File: src/rtl/apzc_pkg.sv
// Package of the average-predict zigzag coder.
// Holds the shared widths, register indexes, control structs and the zigzag functions.
// No dependencies.
package apzc_pkg;

	localparam int MAX_ROW_BLOCKS = 1024;
	localparam int MAX_FIELD_BITS = 32;
	localparam int FIELD_W        = 32;
	localparam int FIELD_BITS_W   = 6;
	localparam int ROWLEN_W       = $clog2(MAX_ROW_BLOCKS) + 1;
	localparam int COL_W          = $clog2(MAX_ROW_BLOCKS);
	localparam int CFG_DATA_W     = 11;
	localparam int CFG_INDEX_W    = 2;

	typedef enum logic [CFG_INDEX_W-1:0] {
		REG_FIELD_BITS     = 2'd0,
		REG_BLOCKS_PER_ROW = 2'd1,
		REG_DELTA_ENABLE   = 2'd2,
		REG_DECODE_MODE    = 2'd3
	} reg_idx_t;

	typedef struct packed {
		logic [FIELD_BITS_W-1:0] field_bits;
		logic [ROWLEN_W-1:0]     blocks_per_row;
		logic                    delta_enable;
		logic                    decode_mode;
	} cfg_t;

	typedef struct packed {
		logic [COL_W-1:0] col;
		logic             first_row;
		logic             start;
	} pos_t;

	function automatic logic [FIELD_W-1:0] width_mask(input logic [FIELD_BITS_W-1:0] bits);
		logic [FIELD_W-1:0] m;
		if (bits >= FIELD_BITS_W'(MAX_FIELD_BITS)) begin
			m = '1;
		end else begin
			m = (FIELD_W'(1) << bits) - FIELD_W'(1);
		end
		return m;
	endfunction

	function automatic logic [FIELD_W-1:0] zig_encode(input logic [FIELD_W-1:0] d,
			input logic [FIELD_W-1:0] mask);
		logic [FIELD_W-1:0] u;
		logic [FIELD_W-1:0] sign;
		logic [FIELD_W-1:0] flip;
		u    = d & mask;
		sign = mask ^ (mask >> 1);
		flip = (|(u & sign)) ? mask : '0;
		return ((u << 1) ^ flip) & mask;
	endfunction

	function automatic logic [FIELD_W-1:0] zig_decode(input logic [FIELD_W-1:0] z,
			input logic [FIELD_W-1:0] mask);
		logic [FIELD_W-1:0] u;
		u = z & mask;
		return u[0] ? ~(u >> 1) : (u >> 1);
	endfunction

endpackage

File: src/rtl/apzc_pred.sv
// Prediction and zigzag datapath: averages left and top; gives residual, decoded or raw.
// Purely combinational. Depends on apzc_pkg.
module apzc_pred import apzc_pkg::*; (
	input  cfg_t               cfg,
	input  logic [FIELD_W-1:0] value,
	input  logic               start,
	input  logic               first_row,
	input  logic [FIELD_W-1:0] left,
	input  logic [FIELD_W-1:0] top_stored,
	output logic [FIELD_W-1:0] raw,
	output logic [FIELD_W-1:0] result
);

	logic [FIELD_W-1:0] mask;
	logic [FIELD_W-1:0] v;
	logic [FIELD_W-1:0] left_eff;
	logic [FIELD_W-1:0] top;
	logic [FIELD_W-1:0] sum;
	logic [FIELD_W-1:0] avg;

	always_comb begin
		mask     = width_mask(cfg.field_bits);
		v        = value & mask;
		left_eff = start ? '0 : left;
		top      = first_row ? left_eff : top_stored;
		sum      = left_eff + top;
		avg      = sum >> 1;
		if (!cfg.delta_enable) begin
			raw    = v;
			result = v;
		end else if (cfg.decode_mode) begin
			raw    = (avg + zig_decode(v, mask)) & mask;
			result = raw;
		end else begin
			raw    = v;
			result = zig_encode(v - avg, mask);
		end
	end

endmodule

File: config.mk
export PLATFORM = sky130hd
export DESIGN_NAME = apzc_pred
export DESIGN_NICKNAME = d
export VERILOG_FILES = /design/src/rtl/apzc_pkg.sv /design/src/rtl/apzc_pred.sv
export SDC_FILE = /design/constraint.sdc
export NUM_CORES = 1
export LEC_CHECK = 0
export ABC_CLOCK_PERIOD_IN_PS = 10950
export BUFFER_PORTS_ARGS = -buffer_cell sky130_fd_sc_hd__buf_2
export CAP_MARGIN = 20
export CORE_AREA = 2 2 160 202
export DETAILED_ROUTE_END_ITERATION = 10
export DIE_AREA = 0 0 162 204
export PLACE_DENSITY_LB_ADDON = 0.1
export SYNTH_ARGS = -nofsm -noshare
export SYNTH_HDL_FRONTEND = slang
export SYNTH_SLANG_ARGS = --single-unit
File: constraint.sdc
create_clock -name vclk -period 10.95
set_clock_uncertainty 0.05 [all_clocks]
set_input_delay 1.095 -clock vclk [all_inputs]
set_output_delay 1.095 -clock vclk [all_outputs]
set_load 0.05 [all_outputs]
* Word level (Yosys, flattened, before mapping)
Index checks and enable logic that the tools add are counted. W data, S select, Z words.
Cells by class: $add $sub $neg 4, $mul 0, div/mod/pow operators 0, $lt $le $gt $ge 1, equal/unequal tests 0, shift-type cells 1, muxes and demuxes 9, bitwise operators 9, reductions and logical operators 1
Operators with widths (number):
- $mux W32 | 9
- $and A32 B32 Y32 | 6
- $add A31 B32 Y32 | 1
- $add A32 B32 Y32 | 1
- $not A31 Y32 | 1
- $reduce_or A32 Y1 | 1
- $shl A1 B6 Y32 const A | 1
- $sub A32 B2 Y32 const B | 1
- $sub A32 B31 Y32 | 1
- $xor A32 B31 Y32 | 1
- $xor A32 B32 Y32 | 1
- $ge A6 B6 Y1 const B | 1
Word-level totals: bits in registers 0, bits in latches 0, bits in writable memories 0, ROM bits 0, input bits 117, output and inout port bits 64, word-level logic and storage cells 25, memories 0

* Longest topological paths before layout
Gate-level depths: netlist of run 1.
depth after elaboration 13, mapped depth 31

* Worst setup path after synthesis of run 1
Ideal clock, no wire load.
path kind input -> output, start input cfg[17] in the netlist's numbering, end output result[29], arrival 9.233 ns, data required time 9.805 ns, slack 0.572 ns, cell stages on the path 30, buffers on the path 5, cell sequence buf_2 > or2_1 > clkbuf_1 > or2_2 > nor2_1 > inv_1 > ha_1 > clkbuf_1 > clkbuf_1 > clkbuf_1 > and3_1 > o21ai_1 > and2_1 > ha_1 > o21ai_0 > a21oi_1 > o31ai_1 > a211oi_1 > o21ai_0 > a21oi_1 > o31ai_1 > o211ai_1 > xnor2_1 > nor2_1 > a2111o_1 > a211oi_2 > o2111ai_2 > nor3_4 > mux2i_1 > a2111oi_0
Between the ends: cells in the longest elaborated chain, start to end 13, elaborated cells on any way between the ends 20
Ends and longest elaborated chain:
- from (decl) | RTL line apzc_pred.sv:4 | input cfg_t cfg,
- $shl A1 B6 Y32 | RTL line apzc_pkg.sv:40 | m = (FIELD_W'(1) << bits) - FIELD_W'(1);
- $sub A32 B2 Y32 | RTL line apzc_pkg.sv:40
- $mux W32 * | RTL line apzc_pkg.sv:37 | if (bits >= FIELD_BITS_W'(MAX_FIELD_BITS)) begin
- $and A32 B32 Y32 | RTL line apzc_pred.sv:23 | v = value & mask;
- $sub A32 B31 Y32 | RTL line apzc_pred.sv:36 | result = zig_encode(v - avg, mask);
- $and A32 B32 Y32 | RTL line apzc_pkg.sv:50 | u = d & mask;
- $and A32 B32 Y32 | RTL line apzc_pkg.sv:52 | flip = (|(u & sign)) ? mask : '0;
- $reduce_or A32 Y1 | RTL line apzc_pkg.sv:52
- $mux W32 | RTL line apzc_pkg.sv:52
- $xor A32 B32 Y32 | RTL line apzc_pkg.sv:53 | return ((u << 1) ^ flip) & mask;
- $and A32 B32 Y32 | RTL line apzc_pkg.sv:53
- $mux W32 | RTL line apzc_pred.sv:31 | end else if (cfg.decode_mode) begin
- $mux W32 * | RTL line apzc_pred.sv:28 | if (!cfg.delta_enable) begin
- to (decl) | RTL line apzc_pred.sv:11 | output logic [FIELD_W-1:0] result
Mark *: on every way between the ends. The rest lies on a longest branch, timed or not.

* Worst setup path after layout of run 1
start input start, end output result[20]
Between the ends: cells in the longest elaborated chain, start to end 12, elaborated cells on any way between the ends 14
Ends and longest elaborated chain:
- from (decl) | RTL line apzc_pred.sv:6 | input logic start,
- $mux W32 * | RTL line apzc_pred.sv:24 | left_eff = start ? '0 : left;
- $mux W32 | RTL line apzc_pred.sv:25 | top = first_row ? left_eff : top_stored;
- $add A32 B32 Y32 * | RTL line apzc_pred.sv:26 | sum = left_eff + top;
- $sub A32 B31 Y32 | RTL line apzc_pred.sv:36
- $and A32 B32 Y32 | RTL line apzc_pkg.sv:50
- $and A32 B32 Y32 | RTL line apzc_pkg.sv:52
- $reduce_or A32 Y1 | RTL line apzc_pkg.sv:52
- $mux W32 | RTL line apzc_pkg.sv:52
- $xor A32 B32 Y32 | RTL line apzc_pkg.sv:53
- $and A32 B32 Y32 | RTL line apzc_pkg.sv:53
- $mux W32 * | RTL line apzc_pred.sv:31
- $mux W32 * | RTL line apzc_pred.sv:28
Marked as above.

==> flow_summary.toml, run 1 <==
[run_status]
status = "finished, final reports clean"

[clock_network]
postCtsSetupRepairBufs = 0
cts_hold_buf = 0
postCtsResizedCells = 0

[sta]
finalSetupViolCount = 0
max_freq_mhz = 100
final.setup.tns_ns = 0
fin_crit_ns = 9.98
grt_setup_unrepaired = "no"
slew_violations = 0
finalCritPeriodShare_pct = 91.2
slew_headroom_pct = 40.6
tightest_slew_ns = 0.890
final_hold_viol_count = 0

[grt]
grt_pass1_vias = 10500
grt_max_degree = 43
antenna_found_initial = 2
grt_pass1_wl_um = 56800
track_usage_pct = 21.4
grt-ovfl-total = 0

[worst_setup_path]
start_kind = "input port"
slowest_delay_ns = 0.48
critPathRequiredTime_ns = 9.81
crit_fanout = 33
criticalPathCategory = "in2out"
end_kind = "output port"
cpMaxStageDelayCell = "buf_2"
crit_arrival_ns = 8.84

[yosys]
syn_area_per_cell_um2 = 6.56
netlist.area_leader.share_pct = 11.8
synth_area_leaders = "ha_1, xnor2_1, a21oi_1"
yosys_warnings = 0
synth_largest_area_cell = "ha_1"
syn_inst = 1407
synth_nets = 1614
seq_area_frac_synth_pct = 0
synth.distinct_cells = 90
netlist_area_um2 = 9230

[final_layout]
fillers = 3577
n_clock_buffer = 0
seq_cell_count = 0
regArea_um2 = 0
area_growth_pct = 13.9
nets = 1743
drive_gt1_share_pct = 16.8
final_cells = 1948
final_area_um2 = 10500

[floorplan]
num_rows = 73
die_area_um2 = 33000
die_w_um = 162
coreArea_um2 = 31200
io_pins = 181
start_util_pct = 29.5
die_h_um = 204

[drt]
drt_iter0_markers = 556
vias_per_cell = 5.51
wl_um = 36500
drc = 0
dr_total_vias = 10700
drtAntennaViolNets = 0
first_pass_iters = 5
wl_per_cell_um = 18.8

[pwr]
vdd_ir_drop_max_v = 0.0000721
internal_power_mw = 0.474
power_density_nw_per_um2 = 128
power_switching_share_pct = 64.7
power.switching_mw = 0.868
clockPowerShare_pct = 0
leakagePower_nw = 4.73
seqPwrFrac_pct = 0
finalPower_mw = 1.34
combPwrFrac_pct = 100.0

[min_path]
min_path_type = "in2out"

[place]
gp_congestion = 0.903
place_inst = 1946
port-buffer-count = 170
place_area_um2 = 10500
hpwlAfterDp_um = 30200

[run]
cap_violations = 0
[cell usage after synthesis, types with 26 or more instances]
library cell and instances:
clkbuf_1 47, xor2_1 50, nor2b_1 54, ha_1 87, o21ai_0 82, mux2_2 31
nor3_1 35, nor2_1 101, xnor2_1 94, nand2b_1 28, nand2_1 148, a21o_1 37
nand3_1 45, and2_1 26, a21oi_1 116, inv_1 81
[power by group through the flow]
stage	registers [mW]	clock network [mW]	logic (mW)
finish	0	0.0000000244	1.34
global route	0	0	1.47
CTS	0	0	1.34
detailed placement	0	0	1.33
global placement	0	0	1.33
floorplan	0	0	1.01
[cells in the final DEF, fill, tap and decap left out, drive strengths merged, types with 21 or more instances in the layout]
master    n
nor3     36
ha       87
nand2   148
mux2     31
xor2     50
a31oi    21
o21ai    93
a21oi   118
nor2b    54
buf     193
a21o     37
nand2b   29
xnor2    94
nor2    101
and2     26
inv      82
nand3    45
[per-layer routing]
metal	GRT usage [%]	share of wire, %	vias to the layer above
li1	-	-	5378
met1	26.7	43	5017
met2	39.1	49	282
met3	1.22	3.9	56
met4	6.92	3.8	0
met5	0	0	-
[cells by family after synthesis]
group                      synth area share, %
AOI/OAI and AO/OA                         32.0
buffers and inverters                     6.25
muxes                                     4.98
and+or+nand+nor                           29.7
xor gates and xnor gates                  14.2
adders and majority gates                 13.0
[cell type report]
class,count,area (µm²),share of cell area [%]
multi-input combinational,1259,8660,82.4
timing repair buffer,193,1020,9.74
tap,412,515,4.90
inverter,82,308,2.93
antenna,2,5.00,0.0476
[final timing paths]
| check | cells after the start | slack (ns) | start | end |
|---|---|---|---|---|
| min | 4 | 2.55 | value[6] | raw[6] |
| max | 31 | 0.97 | start | result[20] |
[worst max-delay path, delay by kind of cell]
family	cells	cell delay, ns
XOR/XNOR	1	0.27
multiplexers	3	0.75
AO/OA/AOI/OAI	13	3.41
adder cells (fa/ha/maj)	2	0.78
buffers and inverters	5	1.29
AND/OR/NAND/NOR	7	1.22
[stage by stage]
stage	hold WS [ns]	setup WS [ns]	utilization [%]
2_1_floorplan	2.42	0.572	-
3_3_place_gp	2.56	0.955	33.6
3_5_place_dp	2.55	0.860	33.6
4_1_cts	2.55	0.817	33.6
5_1_grt	2.59	0.370	33.6
6_report	2.55	0.965	33.7
(Power assumes the default switching activity.)
==> run 2: changes to the inputs <==
CORE_AREA = 5 5 163 205   (was 2 2 160 202)
DIE_AREA = 0 0 168 210   (was 0 0 162 204)
==> flow_summary.toml, run 2 (synthesis results as in run 1) <==
[grt]
grt_pass1_wl_um = 56800
grt-ovfl-total = 0
grt_max_degree = 34
grt_pass1_vias = 10500
track_usage_pct = 19.6
antenna_found_initial = 2

[min_path]
hold_depth = 4
min_path_type = "in2out"

[drt]
drt_iter0_markers = 617
first_pass_iters = 5
dr_total_vias = 10600
drc = 0
wl_um = 37100
vias_per_cell = 5.44
drtAntennaViolNets = 0
wl_per_cell_um = 19.1

[pwr]
internal_power_mw = 0.474
seqPwrFrac_pct = 0
leakagePower_nw = 4.73
power_switching_share_pct = 64.6
power.switching_mw = 0.865
clockPowerShare_pct = 0
power_density_nw_per_um2 = 127
vdd_ir_drop_max_v = 0.0000650
combPwrFrac_pct = 100.0
finalPower_mw = 1.34

[sta]
finalSetupViolCount = 0
fin_crit_ns = 9.97
tightest_slew_ns = 0.923
final.setup.tns_ns = 0
slew_violations = 0
final_hold_viol_count = 0
finalCritPeriodShare_pct = 91.0
worst_hold_slack_ns = 2.56
max_freq_mhz = 100
slew_headroom_pct = 38.3
grt_setup_unrepaired = "no"

[floorplan]
start_util_pct = 29.5
die_h_um = 210
coreArea_um2 = 31300
die_w_um = 168
die_area_um2 = 35300
io_pins = 181
num_rows = 73

[place]
port-buffer-count = 170
hpwlAfterDp_um = 31100
gp_congestion = 0.912

[final_layout]
n_clock_buffer = 0
final_common_cell = "buf_2"
drive_gt1_share_pct = 16.8
diodes = 0
final_cell_mix = "buf_2, nand2_1, a21oi_1"
regArea_um2 = 0
seq_cell_count = 0
nets = 1743
area_growth_pct = 13.9

[worst_setup_path]
end_kind = "output port"
criticalPathCategory = "in2out"
slowest_delay_ns = 0.50
crit_fanout = 17
critPathRequiredTime_ns = 9.81
crit_arrival_ns = 8.82
cpMaxStageDelayCell = "or3b_2"
start_kind = "input port"

[clock_network]
cts_hold_buf = 0
postCtsSetupRepairBufs = 0
postCtsResizedCells = 0

[run]
cap_violations = 0

[run_status]
status = "finished, final reports clean"
==> run 2: final timing paths <==
| path | endpoint | start | slack, ns |
|---|---|---|---|
| max | result[8] | first_row | 0.98 |
| min | raw[6] | value[6] | 2.56 |
==> run 2: routing by layer <==
| layer | GRT usage (%) | share of wire [%] |
|---|---|---|
| met1 | 24.9 | 43 |
| met2 | 36.3 | 50 |
| met3 | 1.11 | 3.8 |
| met4 | 4.59 | 2.7 |
| met5 | 0 | 0.038 |
==> run 2: power by group through the flow <==
stage	Combinational (mW)	Sequential [mW]	Clock (mW)
floorplan	1.01	0	0
global placement	1.33	0	0
detailed placement	1.34	0	0
CTS	1.34	0	0
global route	1.47	0	0
finish	1.34	0	0
==> run 2: critical path, delay by kind of cell <==
| kind | cells | cell delay (ns) |
|---|---|---|
| fa+ha+maj | 2 | 0.84 |
| mux | 1 | 0.19 |
| xor+xnor | 2 | 0.51 |
| compound gates | 14 | 3.49 |
| simple gates | 7 | 1.49 |
| buf+inv | 4 | 1.16 |
==> run 2: layout make-up <==
cell class / instances / area [µm²]
Inverter: 82 / 308
Multi-Input combinational cell: 1259 / 8660
Fill cell: 3559 / 20800
Timing Repair Buffer: 193 / 1020
Tap cell: 412 / 515
==> run 2: stage by stage <==
step           cell area, µm²  util (%)  std cells  setup WS (ns)
3_5_place_dp            10500      33.5       1946          0.953
5_1_grt                 10500      33.5       1946          0.406
2_1_floorplan            9230         -       1407          0.572
3_3_place_gp            10500      33.5       1946          0.952
4_1_cts                 10500      33.5       1946          0.924
6_report                10500      33.5       1946          0.983
