File: config.mk
export PLATFORM = sky130hd
export DESIGN_NAME = apzc_pos
export DESIGN_NICKNAME = d
export VERILOG_FILES = /design/src/rtl/apzc_pkg.sv /design/src/rtl/apzc_pos.sv
export SDC_FILE = /design/constraint.sdc
export NUM_CORES = 1
export LEC_CHECK = 0
export BUFFER_PORTS_ARGS = -buffer_cell sky130_fd_sc_hd__buf_2
export CAP_MARGIN = 0
export CELL_PAD_IN_SITES_DETAIL_PLACEMENT = 0
export CELL_PAD_IN_SITES_GLOBAL_PLACEMENT = 1
export CORE_MARGIN = 2
export CORE_UTILIZATION = 39
export DETAILED_ROUTE_END_ITERATION = 12
export PLACE_DENSITY = 0.9
export SLEW_MARGIN = 0
export SYNTH_ARGS = -nofsm -noshare
export SYNTH_HDL_FRONTEND = slang
export SYNTH_SLANG_ARGS = --single-unit
File: constraint.sdc
create_clock -name clk -period 3.2 [get_ports clk]
set_input_delay 0.32 -clock clk [delete_from_list [all_inputs] [get_ports clk]]
set_output_delay 0.32 -clock clk [all_outputs]
set_load 0.01 [all_outputs]
File: src/rtl/apzc_pkg.sv
// Package of the average-predict zigzag coder.
// Holds the shared widths, register indexes, control structs and the zigzag functions.
// No dependencies.
package apzc_pkg;

	localparam int MAX_ROW_BLOCKS = 1024;
	localparam int MAX_FIELD_BITS = 32;
	localparam int FIELD_W        = 32;
	localparam int FIELD_BITS_W   = 6;
	localparam int ROWLEN_W       = $clog2(MAX_ROW_BLOCKS) + 1;
	localparam int COL_W          = $clog2(MAX_ROW_BLOCKS);
	localparam int CFG_DATA_W     = 11;
	localparam int CFG_INDEX_W    = 2;

	typedef enum logic [CFG_INDEX_W-1:0] {
		REG_FIELD_BITS     = 2'd0,
		REG_BLOCKS_PER_ROW = 2'd1,
		REG_DELTA_ENABLE   = 2'd2,
		REG_DECODE_MODE    = 2'd3
	} reg_idx_t;

	typedef struct packed {
		logic [FIELD_BITS_W-1:0] field_bits;
		logic [ROWLEN_W-1:0]     blocks_per_row;
		logic                    delta_enable;
		logic                    decode_mode;
	} cfg_t;

	typedef struct packed {
		logic [COL_W-1:0] col;
		logic             first_row;
		logic             start;
	} pos_t;

	function automatic logic [FIELD_W-1:0] width_mask(input logic [FIELD_BITS_W-1:0] bits);
		logic [FIELD_W-1:0] m;
		if (bits >= FIELD_BITS_W'(MAX_FIELD_BITS)) begin
			m = '1;
		end else begin
			m = (FIELD_W'(1) << bits) - FIELD_W'(1);
		end
		return m;
	endfunction

	function automatic logic [FIELD_W-1:0] zig_encode(input logic [FIELD_W-1:0] d,
			input logic [FIELD_W-1:0] mask);
		logic [FIELD_W-1:0] u;
		logic [FIELD_W-1:0] sign;
		logic [FIELD_W-1:0] flip;
		u    = d & mask;
		sign = mask ^ (mask >> 1);
		flip = (|(u & sign)) ? mask : '0;
		return ((u << 1) ^ flip) & mask;
	endfunction

	function automatic logic [FIELD_W-1:0] zig_decode(input logic [FIELD_W-1:0] z,
			input logic [FIELD_W-1:0] mask);
		logic [FIELD_W-1:0] u;
		u = z & mask;
		return u[0] ? ~(u >> 1) : (u >> 1);
	endfunction

endpackage

File: src/rtl/apzc_pos.sv
// Row position tracker: column and first-row flag of each incoming request.
// Depends on apzc_pkg.
module apzc_pos import apzc_pkg::*; (
	input  logic                clk,
	input  logic                arst_n,
	input  logic                accept,
	input  logic                start,
	input  logic [ROWLEN_W-1:0] blocks_per_row,
	output pos_t                pos
);

	logic [COL_W-1:0]    col_q;
	logic                first_q;
	logic [ROWLEN_W-1:0] row_len;
	logic [ROWLEN_W-1:0] col_next;

	always_comb begin
		if (blocks_per_row == '0) begin
			row_len = ROWLEN_W'(1);
		end else if (blocks_per_row > ROWLEN_W'(MAX_ROW_BLOCKS)) begin
			row_len = ROWLEN_W'(MAX_ROW_BLOCKS);
		end else begin
			row_len = blocks_per_row;
		end
		pos.start     = start;
		pos.col       = start ? '0 : col_q;
		pos.first_row = start ? 1'b1 : first_q;
		col_next      = ROWLEN_W'(pos.col) + ROWLEN_W'(1);
	end

	always_ff @(posedge clk or negedge arst_n) begin
		if (!arst_n) begin
			col_q   <= '0;
			first_q <= 1'b1;
		end else if (accept) begin
			if (col_next >= row_len) begin
				col_q   <= '0;
				first_q <= 1'b0;
			end else begin
				col_q   <= col_next[COL_W-1:0];
				first_q <= pos.first_row;
			end
		end
	end

endmodule

Word-level counts from Yosys, hierarchy flattened
Cells that the tools add are included.
{"block": "word_totals", "reg_bits": 11, "output_inout_bits": 12, "word_cells": 12}
{"block": "classes", "n_addsub": 1, "order_cmp": 2, "muxes": 6, "reduce_logical": 1}
{"operator": "$mux 11", "n": 2}
{"operator": "$mux 10", "n": 2}
{"operator": "$add 10x1->11 const B", "n": 1}
{"operator": "$ge 11x11->1", "n": 1}
{"operator": "$gt 11x11->1 const B", "n": 1}
{"operator": "$logic_not 11->1", "n": 1}
{"operator": "$mux 1", "n": 2}

Logic depth before layout (Yosys ltp)
Gate-level depths: netlist (run 1).
{"block": "logic_depth", "depth_word": 5, "depth_mapped": 14}

Worst setup path before layout (run 1)
No wires, ideal clock.
{"block": "synth_path", "path_type": "input port to flip-flop", "startpoint": "in start", "endpoint": "reg col_q[1]", "t_arrival_ns": 2.809, "path_slack_ns": 0.308, "cell_stages": 14, "path_buffers": 3, "cell_sequence": "buf_6 -> buf_2 -> nor2_1 -> ha_1 -> and3_1 -> nand3_1 -> xor2_1 -> inv_1 -> ha_1 -> a211oi_2 -> o21ai_0 -> a221o_1 -> buf_6 -> o22ai_2"}
{"element": "start, declared", "line": "apzc_pos.sv:7", "text": "input logic start,"}
{"element": "end signal, assigned", "line": "apzc_pos.sv:40", "text": "col_q <= col_next[COL_W-1:0];"}
{"element": "end, declared", "line": "apzc_pos.sv:12", "text": "logic [COL_W-1:0] col_q;"}

Final worst setup path (run 1)
{"block": "layout_path", "startpoint": "reg col_q[1]", "endpoint": "reg col_q[7]"}
{"block": "layout_via", "elab_chain_len": 4}
{"element": "$mux 10 *", "line": "apzc_pos.sv:26", "text": "pos.col = start ? '0 : col_q;"}
{"element": "$add 10x1->11 *", "line": "apzc_pos.sv:28", "text": "col_next = ROWLEN_W'(pos.col) + ROWLEN_W'(1);"}
{"element": "$ge 11x11->1", "line": "apzc_pos.sv:36", "text": "if (col_next >= row_len) begin"}
{"element": "$mux 10 *", "line": "apzc_pos.sv:36"}
Mark *: on every way between the ends. The rest lies on a longest branch, timed or not.
A chain may end at the register's enable or synchronous reset.

==> summary.txt, run 1 <==
Status
  – Status: complete, no violations

Critical path
  – Crit path max-delay family: simple AND/OR/NAND/NOR gates
  – CP max FO: 6
  – R2R cell count: 13
  – Cell Chain, Critical Path: inv_1, nor2_1, ha_1, and3_1, nand3_1, xor2_1, inv_1, ha_1, nand4_1, nor3_1, a221o_1, buf_4, o22ai_2
  – Buf/Inv on CP: 3
  – Crit path DAT: 3000 ps
  – Slowest CP cell: dfrtp_1
  – R2r setup slk: 340 ps
  – Reg2Reg Capture Point: col_q[7]
  – Req. time, crit path: 3350 ps
  – CP Launch Type: flop
  – CP Capture Type: flop
  – WS Path Type: reg2reg
  – Worst flop-to-flop path startpoint: col_q[1]
  – Critical path's largest stage delay: 360 ps

Timing
  – Actual slew at the worst max-slew pin: 316 ps
  – # setup viols final: 0
  – Fin crit period: 2860 ps
  – Max Slew Vio Count: 0
  – Setup TNS: 0 ps
  – RSZ-0062 raised after global routing: false
  – Slew HR: 78.8%
  – Fmax achieved: 350 MHz
  – Fin. Hold Viols: 0
  – Final setup skew: 6.14 ps
  – Crit share post-route: 89.2%

Floorplanning
  – Core ar.: 2710 um2
  – Core Rows: 19
  – IO Count: 27
  – Die ar.: 3230 um2
  – Starting density of the core: 40.2%
  – DIE WIDTH: 56.8 um
  – Die extent in y: 56.8 um

Clock tree
  – # Post-CTS Setup Buffers: 0
  – Clock Pin Slew Worst Setup and Hold Paths: 70 ps
  – CTS sink cnt: 11
  – CTS H-tree lvls: 1
  – Root buf cell: clkbuf_4
  – Clk_lat worst skew: 280 ps
  – Inserted Clock Buffers: 3
  – Buffer depth of the longest clock path: 2
  – CTS tree: yes

Finish
  – Area Overhead vs Synth: 17.4%
  – Final Cell Area: 1280 um2
  – Final #Nets: 182
  – Number of diodes: 0
  – FILL cells: 266
  – Layout cell share with drive strength beyond 1: 31.8%

Synth
  – #FFs+latches synth: 11
  – Ys Warns: 0
  – Mapped cell area: 1090 um2
  – Top-area cell type share of the netlist area: 23.0%
  – Netlist cell types: 36
  – Sequential area share after synthesis: 25.4%
  – Cell taking the most area after synthesis: dfrtp_1
  – Synthesized instance count: 125
  – Post-Syn Area per Cell: 8.71 um2
  – Net Count, Synth: 152
  – Main area contributors after synthesis: dfrtp_1 (23%), ha_1 (14%), o22ai_2 (9.2%)

Route
  – # DRC: 0
  – Final WL: 2.37 mm
  – Via density per instance: 5.10
  – DRT antenna net count: 0
  – Initial DRC Count: 12
  – Drt first pass iters: 3
  – Avg WL per Cell: 12.8 um
  – Vias: 944

Global routing
  – GRT Util Overall: 16.3%
  – Overflow after GRT: 0
  – Initial antenna violation count: 0
  – Vias in the first global route: 957
  – Global-route wire length before repair: 4.10 mm
  – Largest net degree at the start of global routing: 16

Job
  – Max cap viols: 0

Power and ir drop
  – Pwr Density: 279 nW/um2
  – Peak VDD IR: 0.103 mV
  – Total power: 357 uW
  – Leak: 0.725 nW

Placed design
  – GP Congestion: 0.839
  – Placed Instance Area: 1240 um2
  – Post-DP HPWL: 1.92 mm
  – Port bufs: 26

Hold path
  – Hold Path Sink: col_q[3]
  – Hold wc startpoint: start
  – HP Class: in2reg
  – Hold path cells: 2
## cell usage in the layout, fill, tap and decap left out, types with 3 or more instances in the layout
cell type  instances
inv_1             19
nor3_1             3
clkbuf_4           3
nor2b_1            3
xor2_1             3
ha_1              12
o22ai_2            8
buf_4              3
a21oi_1            4
nand2_1           12
buf_2             26
o21ai_0            5
nand3_1            4
dfrtp_1           10
nor2_1            11
xnor2_1            5
## sequential cells by signal, indices dropped and copies added (netlist names)
register	flops
first_q	1
col_q	10
## worst reg2reg max path: cells and delay by family (launching register included)
family | cells | cell delay [ps]
adders and majority gates | 2 | 540
DFF | 1 | 360
and+or+nand+nor | 5 | 770
xor gates and xnor gates | 1 | 240
AOI/OAI and AO/OA | 2 | 430
buffers and inverters | 3 | 380
## metrics by stage
step | hold WS (ps) | setup slack [ps] | cells | util [%]
2_1_floorplan | 24.4 | 308 | 125 | -
3_3_place_gp | 195 | 407 | 180 | 45.8
3_5_place_dp | 197 | 370 | 180 | 45.8
4_1_cts | 298 | 374 | 185 | 47.1
5_1_grt | 306 | 98.9 | 185 | 47.1
6_report | 298 | 344 | 185 | 47.1
## layer usage
metal / share of wire (%) / GRT usage, % / routed length [um] / vias to the layer above
met5: 0 / 0 / 0 / -
met2: 47 / 25.9 / 1120 / 20
met1: 48 / 21.6 / 1130 / 439
li1: - / - / - / 482
met3: 3.3 / 1.84 / 77 / 3
met4: 1.5 / 8.97 / 35 / 0
## cell type report
class | instances | area (um2) | share of cell area [%]
Tap cell | 31 | 38.8 | 3.04
Clock buffer | 4 | 26.3 | 2.06
Inverter | 20 | 75.1 | 5.88
Multi-Input combinational cell | 89 | 698 | 54.7
Sequential cell | 11 | 277 | 21.6
Timing Repair Buffer | 30 | 163 | 12.7
## timing repair
action,CTS,global route
gates resized for setup,0,0
hold buffers,1,0
hold endpoints to repair,10,0
## worst max-delay path by stage
| stage | slack (ps) | endpoint | cells after the start | startpoint |
|---|---|---|---|---|
| after floorplan | 310 | col_q[1] | 14 | start |
| after global placement | 410 | first_q | 13 | start |
| after detailed placement | 370 | col_q[6] | 13 | start |
| after CTS | 370 | col_q[7] | 13 | col_q[1] |
| after global routing | 100 | col_q[7] | 13 | col_q[0] |
| final | 340 | col_q[7] | 13 | col_q[1] |
## report_power, final
part	total [mW]	leakage, nW	switching (mW)	internal, mW
Combinational	0.102	0.564	0.0573	0.0452
Sequential	0.155	0.146	0.00639	0.149
Clock	0.0994	0.0150	0.0509	0.0485
## Yosys cell counts, drive strengths merged
| cell | count |
|---|---|
| a21boi | 1 |
| or2 | 1 |
| dfrtp | 10 |
| xor2 | 3 |
| nor4 | 3 |
| dfstp | 1 |
| o21ai | 5 |
| buf | 4 |
| a221o | 1 |
| nor3 | 3 |
| nor2 | 11 |
| o22ai | 9 |
| a21oi | 4 |
| clkbuf | 1 |
| and3 | 1 |
| and4 | 1 |
| ha | 12 |
| nand2b | 1 |
| a211oi | 1 |
| nand4 | 1 |
| o32ai | 1 |
| and4b | 1 |
| nand2 | 12 |
| inv | 19 |
| xnor2 | 5 |
| nand3 | 5 |
| nor2b | 4 |
| clkinv | 1 |
| nand3b | 3 |
## logic make-up after synthesis
group	synth area share [%]
XOR/XNOR	6.44
AND/OR/NAND/NOR	26.1
buffers and inverters	10.5
flip-flops	25.4
AO/OA/AOI/OAI	17.8
adder cells (fa/ha/maj)	13.8
Power figures use the tool's default switching activity.
==> run 2, diff against run 1 <==
--- a/constraint.sdc
+++ b/constraint.sdc
@@ -3,2 +3,2 @@
 set_output_delay 0.32 -clock clk [all_outputs]
-set_load 0.01 [all_outputs]
+set_load 0.1 [all_outputs]
==> run 2 against run 1 <==
Clock-buffer cell count is the same. Worst setup slack lost 100 ps. Die area is the same. Sequential share of layout area shrank 0.52 points. Largest power group unchanged.
==> summary.txt, run 2 (synthesized netlist as in run 1, its figures left out) <==
Floorplanning
  – Die ar.: 3230 um2 (unchanged)
  – DIE WIDTH: 56.8 um (unchanged)
  – Core ar.: 2710 um2 (unchanged)
  – Die extent in y: 56.8 um (unchanged)
  – Core Rows: 19 (unchanged)
  – Starting density of the core: 40.2% (unchanged)
  – IO Count: 27 (unchanged)

Clock tree
  – Root buf cell: clkbuf_4 (unchanged)
  – Clock Pin Slew Worst Setup and Hold Paths: 70 ps (about the same)
  – CTS tree: yes (unchanged)
  – Inserted Clock Buffers: 3 (unchanged)
  – Buffer depth of the longest clock path: 2 (unchanged)
  – CTS sink cnt: 11 (unchanged)
  – Clk_lat worst skew: 280 ps (about the same)
  – # Post-CTS Setup Buffers: 0 (unchanged)
  – CTS H-tree lvls: 1 (unchanged)

Placed design
  – Place WS: 142 ps (was 370 ps)
  – GP Congestion: 0.765 (was 0.839)
  – Post-DP HPWL: 2.01 mm (was 1.92 mm)
  – Port bufs: 26 (unchanged)

Route
  – Met2 Routed Length: 1.14 mm (was 1.12 mm)
  – Met3 wire len: 117 um (was 77 um)
  – Vias: 963 (was 944)
  – Drt first pass iters: 4 (was 3)
  – Wl on met1: 1.09 mm (was 1.13 mm)
  – # DRC: 0 (unchanged)
  – Initial DRC Count: 12 (unchanged)
  – Via density per instance: 5.26 (was 5.10)
  – DRT antenna net count: 0 (unchanged)
  – Avg WL per Cell: 13.1 um (was 12.8 um)
  – Max layer used: met4 (unchanged)
  – Final WL: 2.40 mm (was 2.37 mm)

Timing
  – Max Slew Vio Count: 0 (unchanged)
  – Fin worst setup slack: 244 ps (was 344 ps)
  – Crit share post-route: 92.4% (was 89.2%)
  – Final hold slack: 421 ps (was 298 ps)
  – # setup viols final: 0 (unchanged)
  – Fin crit period: 2960 ps (was 2860 ps)
  – Setup TNS: 0 ps (unchanged)
  – Actual slew at the worst max-slew pin: 487 ps (was 316 ps)
  – Fmax achieved: 338 MHz (was 350 MHz)
  – Final setup skew: 8.27 ps (was 6.14 ps)
  – Fin. Hold Viols: 0 (unchanged)
  – RSZ-0062 raised after global routing: false (unchanged)
  – Slew HR: 67.7% (was 78.8%)

Finish
  – Largest registers: col_q: 10 flops, first_q: 1 flops (unchanged)
  – Commonest non-fill, non-tap cell in the layout: buf_2 (unchanged)
  – Layout cell share with drive strength beyond 1: 38.2% (was 31.8%)
  – Number of diodes: 0 (unchanged)
  – Most frequent cells in the layout: buf_2 (26), inv_1 (19), nand2_1 (12) (was buf_2 (26), inv_1 (19), nand2_1 (12), ha_1 (12), nor2_1 (11))
  – Largest register FFs: 10 (unchanged)
  – Most flop-heavy register: col_q (unchanged)
  – Fin util: 48.3% (was 47.1%)
  – FILL cells: 272 (was 266)
  – Reg area: 277 um2 (unchanged)
  – Multi-input logic area: 744 um2 (was 698 um2)
  – Area Overhead vs Synth: 20.2% (was 17.4%)
  – Final #Nets: 180 (was 182)

Critical path
  – WS Path Type: reg2reg (unchanged)
  – Req. time, crit path: 3380 ps (was 3350 ps)
  – CP Capture Type: flop (unchanged)
  – Crit path DAT: 3130 ps (was 3000 ps)
  – CP Launch Type: flop (unchanged)
  – CP max FO: 11 (was 6)

Power and ir drop
  – Leak: 0.711 nW (was 0.725 nW)
  – Pwr Density: 308 nW/um2 (was 279 nW/um2)
  – Peak VDD IR: 0.161 mV (was 0.103 mV)

Hold path
  – HP Class: in2async (was in2reg)

Global routing
  – Global-route wire length before repair: 4.00 mm (was 4.10 mm)
  – Initial antenna violation count: 0 (unchanged)
  – Vias in the first global route: 952 (was 957)
  – GRT Util Overall: 16.0% (was 16.3%)
  – Largest net degree at the start of global routing: 13 (was 16)
  – Overflow after GRT: 0 (unchanged)

Status
  – Status: complete, no violations (unchanged)

Job
  – Max cap viols: 0 (unchanged)
run 2: layout make-up:
class,count,area share (%)
clock buffers,4,2.01
inverters,20,5.74
multi-input cells,89,56.9
flip-flops and latches,11,21.1
well taps,31,2.96
repair buffers,28,11.3
run 2: report_power, final:
group	total, mW	internal, mW	switching, mW
Combinational	0.150	0.0466	0.103
Clock	0.0983	0.0484	0.0499
Sequential	0.155	0.149	0.00647
Total	0.403	0.244	0.159
run 2: final timing paths:
check	slack [ps]	from	to	cells after the start
max	240	col_q[0]	col_q[3]	12
min	420	arst_n	col_q[5]	2
max reg2reg	240	col_q[0]	col_q[3]	12
min reg2reg	510	first_q	first_q	2
max in group asynchronous	2520	arst_n	first_q	2
min in group clk	430	start	col_q[3]	2
run 2: stage by stage:
step                      cell area [um2]  std cells  total power [mW]
after floorplan                      1140        125             0.276
after global placement               1270        178             0.302
after detailed placement             1270        178             0.306
after CTS                            1310        183             0.405
after global routing                 1310        183             0.423
final                                1310        183             0.403
run 2: layer usage:
metal | up-vias | global-route usage [%]
li1 | 482 | -
met1 | 449 | 20.9
met2 | 27 | 26.1
met3 | 5 | 0.922
met4 | 0 | 8.97
met5 | - | 0
run 2: timing repair:
item | in CTS | in global routing
setup endpoints to repair | 0 | 1
resized for setup | 0 | 1
endpoints found under the hold margin | 10 | 0
hold buffers | 1 | 0
run 2: critical path: stages, from the launching register on:
cell      delay (ps)
dfrtp_1          360
inv_1             90
nor2_4           180
ha_2             230
and3_1           190
nand3_1          140
xor2_1           300
inv_1            120
ha_4             240
a211oi_2         180
o21ai_0          120
a221o_2          450
o32ai_1          250
